[src/hw/rtl/dust_density_moving_average_unit_macros.svh]
// ----------------------------------------------------------------------------
// Assertion macros for the dust density moving average unit
// Shared assertion forms, compiled out when ASSERT_OFF is defined.
// ----------------------------------------------------------------------------
`ifndef DUST_DENSITY_MOVING_AVERAGE_UNIT_MACROS_SVH
`define DUST_DENSITY_MOVING_AVERAGE_UNIT_MACROS_SVH

`ifndef ASSERT_OFF

`define ASSERT_ALWAYS(label, clk, rst_n, expr) \
    label: assert property (@(posedge clk) disable iff (!rst_n) (expr)) \
        else $error("assertion failed");

`define ASSERT_IMPLIES(label, clk, rst_n, ante, cons) \
    label: assert property (@(posedge clk) disable iff (!rst_n) (ante) |-> (cons)) \
        else $error("assertion failed");

`define ASSERT_NEXT(label, clk, rst_n, ante, cons) \
    label: assert property (@(posedge clk) disable iff (!rst_n) (ante) |=> (cons)) \
        else $error("assertion failed");

`else

`define ASSERT_ALWAYS(label, clk, rst_n, expr)

`define ASSERT_IMPLIES(label, clk, rst_n, ante, cons)

`define ASSERT_NEXT(label, clk, rst_n, ante, cons)

`endif

`endif

[src/hw/rtl/ddma_pkg.sv]
// ----------------------------------------------------------------------------
// Dust density moving average package
// Field widths, register indexes and sequencer state codes.
// ----------------------------------------------------------------------------
`default_nettype none

package ddma_pkg;

    localparam int SAMPLE_W   = 12;
    localparam int VOLT_W     = 28;
    localparam int DENS_W     = 36;
    localparam int MV_W       = 16;
    localparam int THR_W      = 13;
    localparam int DPM_W      = 16;
    localparam int FRAC_W     = 8;

    localparam int CFG_IDX_W  = 2;
    localparam int CFG_DATA_W = 16;

    localparam int S_TDATA_W  = 16;
    localparam int M_FIELDS_W = SAMPLE_W + VOLT_W + DENS_W;
    localparam int M_TDATA_W  = 80;
    localparam int M_PAD_W    = M_TDATA_W - M_FIELDS_W;
    localparam int S_PAD_W    = S_TDATA_W - SAMPLE_W;

    localparam logic [CFG_IDX_W-1:0] REG_MV_PER_COUNT   = 2'd0;
    localparam logic [CFG_IDX_W-1:0] REG_CLEAN_AIR_MV   = 2'd1;
    localparam logic [CFG_IDX_W-1:0] REG_DENSITY_PER_MV = 2'd2;

    localparam logic [MV_W-1:0]  MV_PER_COUNT_RST   = 16'd312;
    localparam logic [THR_W-1:0] CLEAN_AIR_MV_RST   = 13'd400;
    localparam logic [DPM_W-1:0] DENSITY_PER_MV_RST = 16'd51;

    typedef enum logic [6:0] {
        ST_IDLE = 7'b0000001,
        ST_READ = 7'b0000010,
        ST_DIV  = 7'b0000100,
        ST_VOLT = 7'b0001000,
        ST_DIFF = 7'b0010000,
        ST_DENS = 7'b0100000,
        ST_DONE = 7'b1000000
    } state_t;

endpackage

`default_nettype wire

[src/hw/rtl/dust_density_moving_average_unit.sv]
// ----------------------------------------------------------------------------
// Dust density moving average unit
// Boxcar average of converter samples, voltage scaling and density mapping.
// ----------------------------------------------------------------------------
// Each accepted item runs through the READ, DIV, VOLT, DIFF and DENS states
// and then waits in DONE until its result is loaded into the output register,
// and s_tready stays low until then, so the next item is accepted in the idle
// state only after the last result has been loaded into the output register.
// A single 28 by 18 bit multiplier (for the default window) is used three
// times per item: for the division by WINDOW through a reciprocal, for the
// voltage scaling and for the density ratio, which sets the length of the
// sequence. The sample window lives in a small RAM. The first sample after
// reset or after a sensor error is held as a fill value that stands for
// every entry not yet overwritten, so no clearing pass is needed.
`default_nettype none

`include "dust_density_moving_average_unit_macros.svh"

module dust_density_moving_average_unit #(
    parameter int WINDOW = 8
) (
    input  wire logic                           clk,
    input  wire logic                           rst_n,
    // s_tdata: raw_sample[11:0], zero padding above.
    input  wire logic                           s_tvalid,
    output logic                                s_tready,
    input  wire logic [ddma_pkg::S_TDATA_W-1:0] s_tdata,
    // m_tdata: filtered_value[11:0], voltage_q8[39:12], density_q8[75:40].
    output logic                                m_tvalid,
    input  wire logic                           m_tready,
    output logic      [ddma_pkg::M_TDATA_W-1:0] m_tdata,
    // m_tuser: sensor_error[0].
    output logic      [0:0]                     m_tuser,
    input  wire logic                           cfg_we,
    input  wire logic [ddma_pkg::CFG_IDX_W-1:0] cfg_index,
    input  wire logic [ddma_pkg::CFG_DATA_W-1:0] cfg_wdata
);

    localparam int HEAD_W  = $clog2(WINDOW);
    localparam int SUM_W   = ddma_pkg::SAMPLE_W + HEAD_W;
    localparam int SHIFT   = SUM_W + HEAD_W;
    localparam int RECIP   = ((1 << SHIFT) + WINDOW - 1) / WINDOW;
    localparam int MUL_A_W = ddma_pkg::VOLT_W;
    localparam int MUL_B_W = (SHIFT > ddma_pkg::MV_W) ? SHIFT : ddma_pkg::MV_W;
    localparam int PROD_W  = MUL_A_W + MUL_B_W;
    localparam int SUM_MAX = WINDOW * ((1 << ddma_pkg::SAMPLE_W) - 1);

    localparam logic [HEAD_W-1:0] HEAD_LAST = HEAD_W'(WINDOW - 1);

    ddma_pkg::state_t state_reg, state_next;

    logic [ddma_pkg::MV_W-1:0]     mv_reg;
    logic [ddma_pkg::THR_W-1:0]    thr_reg;
    logic [ddma_pkg::DPM_W-1:0]    dpm_reg;

    logic                          primed_reg, primed_next;
    logic                          wrapped_reg, wrapped_next;
    logic [HEAD_W-1:0]             head_reg, head_next;
    logic [SUM_W-1:0]              sum_reg, sum_next;
    logic                          m_tvalid_reg, m_tvalid_next;

    logic [ddma_pkg::SAMPLE_W-1:0] sample_reg;
    logic [ddma_pkg::SAMPLE_W-1:0] prime_val_reg, prime_val_next;
    logic [PROD_W-1:0]             prod_reg;
    logic [ddma_pkg::SAMPLE_W-1:0] filt_reg;
    logic [ddma_pkg::VOLT_W-1:0]   volt_reg;
    logic [ddma_pkg::VOLT_W-1:0]   diff_reg;
    logic                          err_reg;
    logic                          above_reg;
    logic [ddma_pkg::SAMPLE_W-1:0] m_filt_reg;
    logic [ddma_pkg::VOLT_W-1:0]   m_volt_reg;
    logic [ddma_pkg::DENS_W-1:0]   m_dens_reg;
    logic                          m_err_reg;

    logic                          in_accept;
    logic                          out_load;
    logic                          ram_we;
    logic [ddma_pkg::SAMPLE_W-1:0] ram_rdata;
    logic [ddma_pkg::SAMPLE_W-1:0] oldest;
    logic [MUL_A_W-1:0]            mul_a;
    logic [MUL_B_W-1:0]            mul_b;
    logic [PROD_W-1:0]             prod;
    logic [ddma_pkg::VOLT_W-1:0]   volt;
    logic [ddma_pkg::VOLT_W-1:0]   thr_q;
    logic [ddma_pkg::DENS_W-1:0]   dens;

    ddma_ram #(
        .WIDTH (ddma_pkg::SAMPLE_W),
        .DEPTH (WINDOW)
    ) u_window_ram (
        .clk   (clk),
        .we    (ram_we),
        .waddr (head_reg),
        .wdata (sample_reg),
        .raddr (head_reg),
        .rdata (ram_rdata)
    );

    assign s_tready  = (state_reg == ddma_pkg::ST_IDLE);
    assign in_accept = s_tvalid && s_tready;
    assign out_load  = (state_reg == ddma_pkg::ST_DONE) && (!m_tvalid_reg || m_tready);
    assign oldest    = wrapped_reg ? ram_rdata : prime_val_reg;
    assign volt      = prod_reg[ddma_pkg::VOLT_W-1:0];
    assign thr_q     = ddma_pkg::VOLT_W'({thr_reg, {ddma_pkg::FRAC_W{1'b0}}});
    assign prod      = PROD_W'(mul_a) * PROD_W'(mul_b);
    assign dens      = (above_reg && !err_reg) ?
                       prod_reg[ddma_pkg::FRAC_W +: ddma_pkg::DENS_W] : '0;

    always_comb
    begin
        mul_a = '0;
        mul_b = '0;
        unique case (state_reg)
            ddma_pkg::ST_DIV:
            begin
                mul_a = MUL_A_W'(sum_reg);
                mul_b = MUL_B_W'(RECIP);
            end
            ddma_pkg::ST_VOLT:
            begin
                mul_a = MUL_A_W'(prod_reg[SHIFT +: ddma_pkg::SAMPLE_W]);
                mul_b = MUL_B_W'(mv_reg);
            end
            ddma_pkg::ST_DENS:
            begin
                mul_a = diff_reg;
                mul_b = MUL_B_W'(dpm_reg);
            end
            default:
            begin
                mul_a = '0;
                mul_b = '0;
            end
        endcase
    end

    always_comb
    begin
        state_next     = state_reg;
        primed_next    = primed_reg;
        wrapped_next   = wrapped_reg;
        head_next      = head_reg;
        sum_next       = sum_reg;
        prime_val_next = prime_val_reg;
        ram_we         = 1'b0;
        m_tvalid_next  = m_tvalid_reg && !m_tready;
        unique case (state_reg)
            ddma_pkg::ST_IDLE:
            begin
                if (in_accept)
                begin
                    state_next = ddma_pkg::ST_READ;
                end
            end
            ddma_pkg::ST_READ:
            begin
                if (!primed_reg)
                begin
                    sum_next       = SUM_W'(sample_reg) * SUM_W'(WINDOW);
                    prime_val_next = sample_reg;
                    primed_next    = 1'b1;
                    head_next      = '0;
                    wrapped_next   = 1'b0;
                end
                else
                begin
                    sum_next     = sum_reg - SUM_W'(oldest) + SUM_W'(sample_reg);
                    ram_we       = 1'b1;
                    head_next    = (head_reg == HEAD_LAST) ? '0 : head_reg + HEAD_W'(1);
                    wrapped_next = wrapped_reg || (head_reg == HEAD_LAST);
                end
                state_next = ddma_pkg::ST_DIV;
            end
            ddma_pkg::ST_DIV:
            begin
                state_next = ddma_pkg::ST_VOLT;
            end
            ddma_pkg::ST_VOLT:
            begin
                state_next = ddma_pkg::ST_DIFF;
            end
            ddma_pkg::ST_DIFF:
            begin
                state_next = ddma_pkg::ST_DENS;
            end
            ddma_pkg::ST_DENS:
            begin
                state_next = ddma_pkg::ST_DONE;
            end
            ddma_pkg::ST_DONE:
            begin
                if (out_load)
                begin
                    m_tvalid_next = 1'b1;
                    state_next    = ddma_pkg::ST_IDLE;
                    if (err_reg)
                    begin
                        primed_next  = 1'b0;
                        wrapped_next = 1'b0;
                        head_next    = '0;
                        sum_next     = '0;
                    end
                end
            end
            default:
            begin
                state_next = ddma_pkg::ST_IDLE;
            end
        endcase
    end

    always_ff @(posedge clk or negedge rst_n)
    begin
        if (!rst_n)
        begin
            state_reg    <= ddma_pkg::ST_IDLE;
            primed_reg   <= 1'b0;
            wrapped_reg  <= 1'b0;
            head_reg     <= '0;
            sum_reg      <= '0;
            m_tvalid_reg <= 1'b0;
            mv_reg       <= ddma_pkg::MV_PER_COUNT_RST;
            thr_reg      <= ddma_pkg::CLEAN_AIR_MV_RST;
            dpm_reg      <= ddma_pkg::DENSITY_PER_MV_RST;
        end
        else
        begin
            state_reg    <= state_next;
            primed_reg   <= primed_next;
            wrapped_reg  <= wrapped_next;
            head_reg     <= head_next;
            sum_reg      <= sum_next;
            m_tvalid_reg <= m_tvalid_next;
            if (cfg_we)
            begin
                case (cfg_index)
                    ddma_pkg::REG_MV_PER_COUNT:   mv_reg  <= cfg_wdata[ddma_pkg::MV_W-1:0];
                    ddma_pkg::REG_CLEAN_AIR_MV:   thr_reg <= cfg_wdata[ddma_pkg::THR_W-1:0];
                    ddma_pkg::REG_DENSITY_PER_MV: dpm_reg <= cfg_wdata[ddma_pkg::DPM_W-1:0];
                    default:
                    begin
                    end
                endcase
            end
        end
    end

    always_ff @(posedge clk)
    begin
        prime_val_reg <= prime_val_next;
        if (in_accept)
        begin
            sample_reg <= s_tdata[ddma_pkg::SAMPLE_W-1:0];
        end
        if ((state_reg == ddma_pkg::ST_DIV) || (state_reg == ddma_pkg::ST_VOLT) ||
            (state_reg == ddma_pkg::ST_DENS))
        begin
            prod_reg <= prod;
        end
        if (state_reg == ddma_pkg::ST_VOLT)
        begin
            filt_reg <= prod_reg[SHIFT +: ddma_pkg::SAMPLE_W];
        end
        if (state_reg == ddma_pkg::ST_DIFF)
        begin
            volt_reg  <= volt;
            diff_reg  <= volt - thr_q;
            err_reg   <= (volt == '0);
            above_reg <= (volt >= thr_q);
        end
        if (out_load)
        begin
            m_filt_reg <= filt_reg;
            m_volt_reg <= volt_reg;
            m_dens_reg <= dens;
            m_err_reg  <= err_reg;
        end
    end

    assign m_tvalid = m_tvalid_reg;
    assign m_tdata  = {{ddma_pkg::M_PAD_W{1'b0}}, m_dens_reg, m_volt_reg, m_filt_reg};
    assign m_tuser  = m_err_reg;

    `ASSERT_NEXT(a_accept_starts_read, clk, rst_n, in_accept, state_reg == ddma_pkg::ST_READ)
    `ASSERT_IMPLIES(a_result_from_done, clk, rst_n, m_tvalid_reg && !$past(m_tvalid_reg), $past(state_reg) == ddma_pkg::ST_DONE)
    `ASSERT_IMPLIES(a_error_zero_density, clk, rst_n, m_tvalid_reg && m_err_reg, m_dens_reg == '0)
    `ASSERT_ALWAYS(a_sum_bounded, clk, rst_n, sum_reg <= SUM_W'(SUM_MAX))
    `ASSERT_IMPLIES(a_unprimed_sum_zero, clk, rst_n, !primed_reg, sum_reg == '0 && !wrapped_reg)

endmodule

`default_nettype wire

[src/hw/rtl/ddma_ram.sv]
// ----------------------------------------------------------------------------
// Generic RAM
// One write port and one read port with registered read data.
// ----------------------------------------------------------------------------
`default_nettype none

module ddma_ram #(
    parameter int WIDTH = 12,
    parameter int DEPTH = 8
) (
    input  wire logic                     clk,
    input  wire logic                     we,
    input  wire logic [$clog2(DEPTH)-1:0] waddr,
    input  wire logic [WIDTH-1:0]         wdata,
    input  wire logic [$clog2(DEPTH)-1:0] raddr,
    output logic      [WIDTH-1:0]         rdata
);

    logic [WIDTH-1:0] mem [DEPTH];
    logic [WIDTH-1:0] rdata_reg;

    always_ff @(posedge clk)
    begin
        if (we)
        begin
            mem[waddr] <= wdata;
        end
        rdata_reg <= mem[raddr];
    end

    assign rdata = rdata_reg;

endmodule

`default_nettype wire

[config.mk]
export PLATFORM = sky130hd
export DESIGN_NAME = dust_density_moving_average_unit
export DESIGN_NICKNAME = d
export VERILOG_FILES = /design/src/hw/rtl/ddma_pkg.sv /design/src/hw/rtl/dust_density_moving_average_unit.sv /design/src/hw/rtl/ddma_ram.sv
export VERILOG_INCLUDE_DIRS = /design/src /design/src/hw/rtl
export SDC_FILE = /design/constraint.sdc
export NUM_CORES = 2
export LEC_CHECK = 0
export BUFFER_PORTS_ARGS = -buffer_cell sky130_fd_sc_hd__buf_4
export CORE_MARGIN = 5
export CORE_UTILIZATION = 60
export DETAILED_ROUTE_END_ITERATION = 10
export GPL_TIMING_DRIVEN = 0
export PLACE_DENSITY = 0.78
export SLEW_MARGIN = 20
export SYNTH_ARGS = -nofsm -noshare
export SYNTH_HDL_FRONTEND = slang
export SYNTH_SLANG_ARGS = --single-unit
[constraint.sdc]
create_clock -name clk -period 12.7 [get_ports clk]
set_input_delay 0 -clock clk [delete_from_list [all_inputs] [get_ports clk]]
set_output_delay 0 -clock clk [all_outputs]
set_load 0.05 [all_outputs]
# Word-level counts from Yosys, hierarchy flattened
# Memory sizes are Yosys's and may differ from the RTL's. A register that Yosys moved wholly into a read port is not among the register bits.
# Index checks and enable logic that the tools add are counted.
# classes
n_addsub	4
mul	1
n_div	0
magnitude_cmp	1
n_eq_ne	13
shifts	0
mux	26
bitwise_logic	1
reduce_logical	20
# ops
cell	n
28-bit case mux with 3 select lines	1
7-bit case mux with 7 select lines	1
16-bit case mux with 3 select lines	1
15-bit two-way mux	3
28-bit by 16-bit multiplier with 44-bit output	1
15-bit case mux with 2 select lines	1
28-bit by 21-bit >= comparator with 1-bit output	1
28-bit zero test	1
28-bit by 21-bit subtractor with 28-bit output	1
15-bit by 12-bit adder with 15-bit output	1
15-bit by 12-bit subtractor with 15-bit output	1
7-bit two-way mux	2
12-bit two-way mux	1
3-bit two-way mux	4
2-bit AND reduction	5
1-bit two-way mux	9
7-bit by 1-bit equality test with 1-bit output, second input constant	1
7-bit by 2-bit equality test with 1-bit output, second input constant	1
7-bit by 3-bit equality test with 1-bit output, second input constant	1
7-bit by 4-bit equality test with 1-bit output, second input constant	1
7-bit by 5-bit equality test with 1-bit output, second input constant	1
7-bit by 6-bit equality test with 1-bit output, second input constant	1
7-bit equality test, second input constant	1
3-bit case mux with 2 select lines	1
other kinds (14)	24
# word_totals
reg_bits	288
latch_bits	0
ramBits	96
mem_bits_ro	0
output_inout_bits	83
wordCells	88
mem_count	1
# memory_table
name	depth	width	read_ports	rd_ports_with_merged_regs	wr	line	source
u_window_ram.mem	8	12	1	1	1	ddma_ram.sv:19	logic [WIDTH-1:0] mem [DEPTH];

# Depth between registers and ports, before layout
# logic_depth
ltp_word	5
depth_mapped	31
ltp_nobuf	28

# By module
# A second synthesis with hierarchy kept.
# hier_totals
cells_unflattened	2714
hier_area_um2	30117.6
# by_module_without_submodules
module	instances	cells_each	area_per_inst_um2	seq_area_each_um2
dust_density_moving_average_unit	1	2550	26130.1	8057.7
ddma_ram	1	164	3987.6	3123.0

# Least setup slack after synthesis
# Ideal clock, no wire load.
# synth_timing
kind	reg2reg
startpoint	register state_reg[1]
endpoint	register prod_reg[39] (data pin)
t_arrival_ns	7.155
slack_ns	5.284
stages_incl_launch_ff	32
synth_period_minus_slack_ns	7.416
cell_sequence	dfrtp_1 > nor3_1 > and4b_1 > buf_2 > buf_2 > buf_1 > nand2_1 > nand2_1 > clkbuf_1 > nand2_1 > fa_1 > inv_1 > fa_1 > inv_1 > fa_1 > inv_1 > fa_1 > fa_1 > inv_1 > fa_1 > inv_1 > ha_1 > clkbuf_2 > a21oi_1 > o21ai_0 > nor2_1 > o2bb2ai_2 > o211ai_4 > a41oi_2 > or3_1 > and2_4 > xnor2_2
# synth_between
elab_chain_len	3
# synth_rtl
element	line	source
from (decl)	dust_density_moving_average_unit.sv:50	ddma_pkg::state_t state_reg, state_next;
from (signal assigned)	dust_density_moving_average_unit.sv:216	state_reg <= ddma_pkg::ST_IDLE;
from (signal assigned)	dust_density_moving_average_unit.sv:228	state_reg <= state_next;
7-bit by 6-bit equality test with 1-bit output, or another cell as far along	dust_density_moving_average_unit.sv:113	unique case (state_reg)
28-bit case mux with 3 select lines / 16-bit case mux with 3 select lines (equally long branches)	dust_density_moving_average_unit.sv:113	
28-bit by 16-bit multiplier with 44-bit output *	dust_density_moving_average_unit.sv:105	assign prod = PROD_W'(mul_a) * PROD_W'(mul_b);
via prod[39]	dust_density_moving_average_unit.sv:82	logic [PROD_W-1:0] prod;
to (signal assigned)	dust_density_moving_average_unit.sv:258	prod_reg <= prod;
to (decl)	dust_density_moving_average_unit.sv:64	logic [PROD_W-1:0] prod_reg;
# The timed path passes the listed nets; every way through them passes the cells marked *.
# A chain may end at the register's enable or synchronous reset.

# Worst setup path in the final report
# layout_timing
startpoint	register state_reg[1]
endpoint	register prod_reg[40] (data pin)
# Same word-level chain as after synthesis.

==> flow_summary.json <==
{
  "outcome": "complete, no violations",
  "portBuffers": 113,
  "setup-violations-final": 0,
  "clock_latency_ns": 0.53,
  "initial_core_util_pct": 60.8,
  "largest_reg_flops": 96,
  "p_comb_share_pct": 25.9,
  "post-route-min-period_ns": 9.68,
  "synth_area_leaders": "edfxtp_1 31%, fa_1 25%, ha_1 6.1%",
  "postCtsSetupBuffers": 0,
  "synthArstFlopShare_pct": 18.8,
  "htree_levels": 2,
  "synthFlopType": "edfxtp_1",
  "crit_arrival_ns": 9.95,
  "area_delta_synth_final_pct": 11.7,
  "hold_path.class": "in -> reg",
  "p_int_mw": 2.55,
  "dp_hpwl_um": 67100,
  "drc": 0,
  "drtPass1Iterations": 5,
  "die-area_um2": 54200,
  "via_per_inst": 5.89,
  "drv_cap": 0,
  "path_max_fanout": 10,
  "dieWidth_um": 233,
  "clk_path_buf_depth": 3,
  "finalSetupTns_ns": 0,
  "synth_edf_count": 303,
  "p_leak_nw": 14.1,
  "start_kind": "flip-flop",
  "gr-total-overflow": 0,
  "nNetsFinal": 3473,
  "timing.hold.ws_ns": 0.0327,
  "worst_pin_slew_ns": 1.06,
  "drive_gt1_share_pct": 10.8,
  "die_h_um": 233,
  "finalCritPeriodShare_pct": 76.2,
  "wl_per_cell_um": 23.6,
  "end_kind": "flip-flop",
  "synthDistinctLibCells": 83,
  "gr-usage-met3_pct": 7.00,
  "ios": 122,
  "yosysSeqAreaShare_pct": 37.5,
  "syn_avg_cell_area_um2": 11.0,
  "grt.total_usage_pct": 32.2,
  "groute.layer.met2.usage_pct": 49.5,
  "crit_type": "reg -> reg",
  "seq_power_share_pct": 43.9,
  "ys.warnings.count": 0,
  "path_clk_slew_ns": 0.07,
  "met1_usage_pct": 45.6,
  "grt_pass1_vias": 22000,
  "switching_share_pct": 30.9,
  "synth_area_um2": 29800,
  "rows": 81,
  "numCtsBuffers": 36,
  "p_switching_mw": 1.14,
  "fmax_mhz": 103,
  "grt_max_degree": 74,
  "drv_slew": 0,
  "vdd_drop_max_v": 0.000116,
  "synthDominantCellAreaShare_pct": 30.5,
  "gp_congestion": 0.984,
  "drt_iter0_drc": 2261,
  "slew_headroom_pct": 29.1,
  "gr-max-usage-layer": "met2",
  "yosys_register_bits": 388,
  "vias": 21300,
  "synth_top_cell_by_area": "edfxtp_1",
  "grt_setup_unrepaired": "false",
  "numClockSinks": 388,
  "powerDensity_nw_per_um2": 111,
  "antenna_found_initial": 2,
  "worstPathRequired_ns": 12.97,
  "ant_nets": 0,
  "skew_ns": 0.0160,
  "cts_tree": "done",
  "coreArea_um2": 49100,
  "p_clk_share_pct": 30.2,
  "syn_inst": 2709,
  "clockRootBuffer": "clkbuf_16",
  "grt_pass1_wl_um": 131000,
  "wl_um": 85300,
  "mostFrequentLayoutCell": "inv_1",
  "nFillCells": 3678,
  "mostFrequentLayoutCells": "479 x inv_1, 375 x fa_1, 348 x nand2_1, 303 x edfxtp_1, 242 x nor2_1",
  "timing_hold_violations_final": 0
}
==> metrics by stage <==
step / power (mW) / instance area [um^2] / std cells / setup slack (ns) / utilization, %
3_3_place_gp: 2.53 / 31500 / 3489 / 3.40 / 64.2
2_1_floorplan: 2.30 / 29800 / 2712 / 5.28 / -
5_1_grt: 3.87 / 33300 / 3606 / 2.69 / 67.9
4_1_cts: 3.68 / 33300 / 3605 / 3.27 / 67.9
3_5_place_dp: 2.57 / 31700 / 3506 / 3.32 / 64.7
6_report: 3.69 / 33300 / 3607 / 3.02 / 67.9
==> critical path: stages (launching register included) <==
cell      delay, ns
dfrtp_1        0.40
nor3_1         0.39
and4b_1        0.24
buf_2          0.22
buf_2          0.28
a22o_1         0.17
clkbuf_1       0.79
clkbuf_1       0.69
nand2_1        0.17
fa_1           0.51
fa_1           0.56
inv_1          0.06
fa_1           0.50
inv_1          0.06
fa_1           0.53
inv_1          0.05
fa_1           0.49
fa_1           0.45
ha_1           0.40
nand2_1        0.12
nor4_1         0.27
o21ai_0        0.17
a31oi_1        0.66
a31oi_1        0.22
o21ai_0        0.45
a21oi_2        0.20
a311o_1        0.35
==> logic make-up after synthesis <==
family                   count (synthesis)  share of synthesized area [%]
AO/OA/AOI/OAI                          270                           6.54
XOR/XNOR                                68                           2.02
adder cells (fa/ha/maj)                521                           31.3
buffers and inverters                  586                           7.46
flip-flops                             388                           37.5
multiplexers                            90                           3.64
other                                    1                         0.0126
AND/OR/NAND/NOR                        785                           11.5
==> per-layer routing <==
layer	share of wire, %	routed length, um
met4	4.6	3940
met5	0	0
met1	40	34100
met2	45	38100
met3	11	9150
==> synthesized netlist by cell type (all sizes together), types with 11 or more instances <==
cell	number
inv	479
fa	375
nand2	348
edfxtp	303
nor2	246
ha	146
clkbuf	84
and2	67
mux2	66
dfrtp	61
a21oi	53
xnor2	48
o21ai	41
a22oi	39
nor3	25
a21o	24
buf	23
a22o	22
xor2	20
mux2i	16
a221oi	14
and3	13
nand3	13
dfstp	12
dfxtp	12
a31oi	11
nand2b	11
nor2b	11
o211ai	11
==> area by class of cell <==
class	count	area [um^2]	share of cell area (%)
Inverter	479	1800	5.40
Tap cell	664	831	2.49
Antenna cell	2	5.00	0.0150
Clock inverter	16	170	0.511
Buffer	107	425	1.28
Multi-Input combinational cell	1738	16500	49.5
Sequential cell	388	11200	33.6
Timing Repair Buffer	163	1360	4.09
Clock buffer	50	1050	3.14
==> final timing paths <==
kind	start	slack (ns)	endpoint	depth (start not counted)
worst max-delay path	state_reg[1]	3.02	prod_reg[40]	26
max in group asynchronous	rst_n	11.86	thr_reg[9]	2
worst min-delay path	cfg_we	0.03	thr_reg[0]	3
worst max register to register	state_reg[1]	3.02	prod_reg[40]	26
min in group asynchronous	rst_n	0.16	head_reg[1]	2
worst min register to register	filt_reg[2]	0.42	m_filt_reg[2]	0
==> power by group through the flow <==
stage / Sequential (mW) / Combinational, mW / Clock (mW)
after detailed placement: 1.64 / 0.926 / 0
after floorplan: 1.59 / 0.708 / 0
after global placement: 1.63 / 0.891 / 0
after CTS: 1.62 / 0.945 / 1.12
final: 1.62 / 0.959 / 1.12
after global routing: 1.63 / 1.06 / 1.18
==> timing repair <==
item	4_1_cts	5_1_grt
hold buffers	33	0
resized for setup	0	0
endpoints found under the hold margin	122	0
Power figures use the tool's default switching activity.
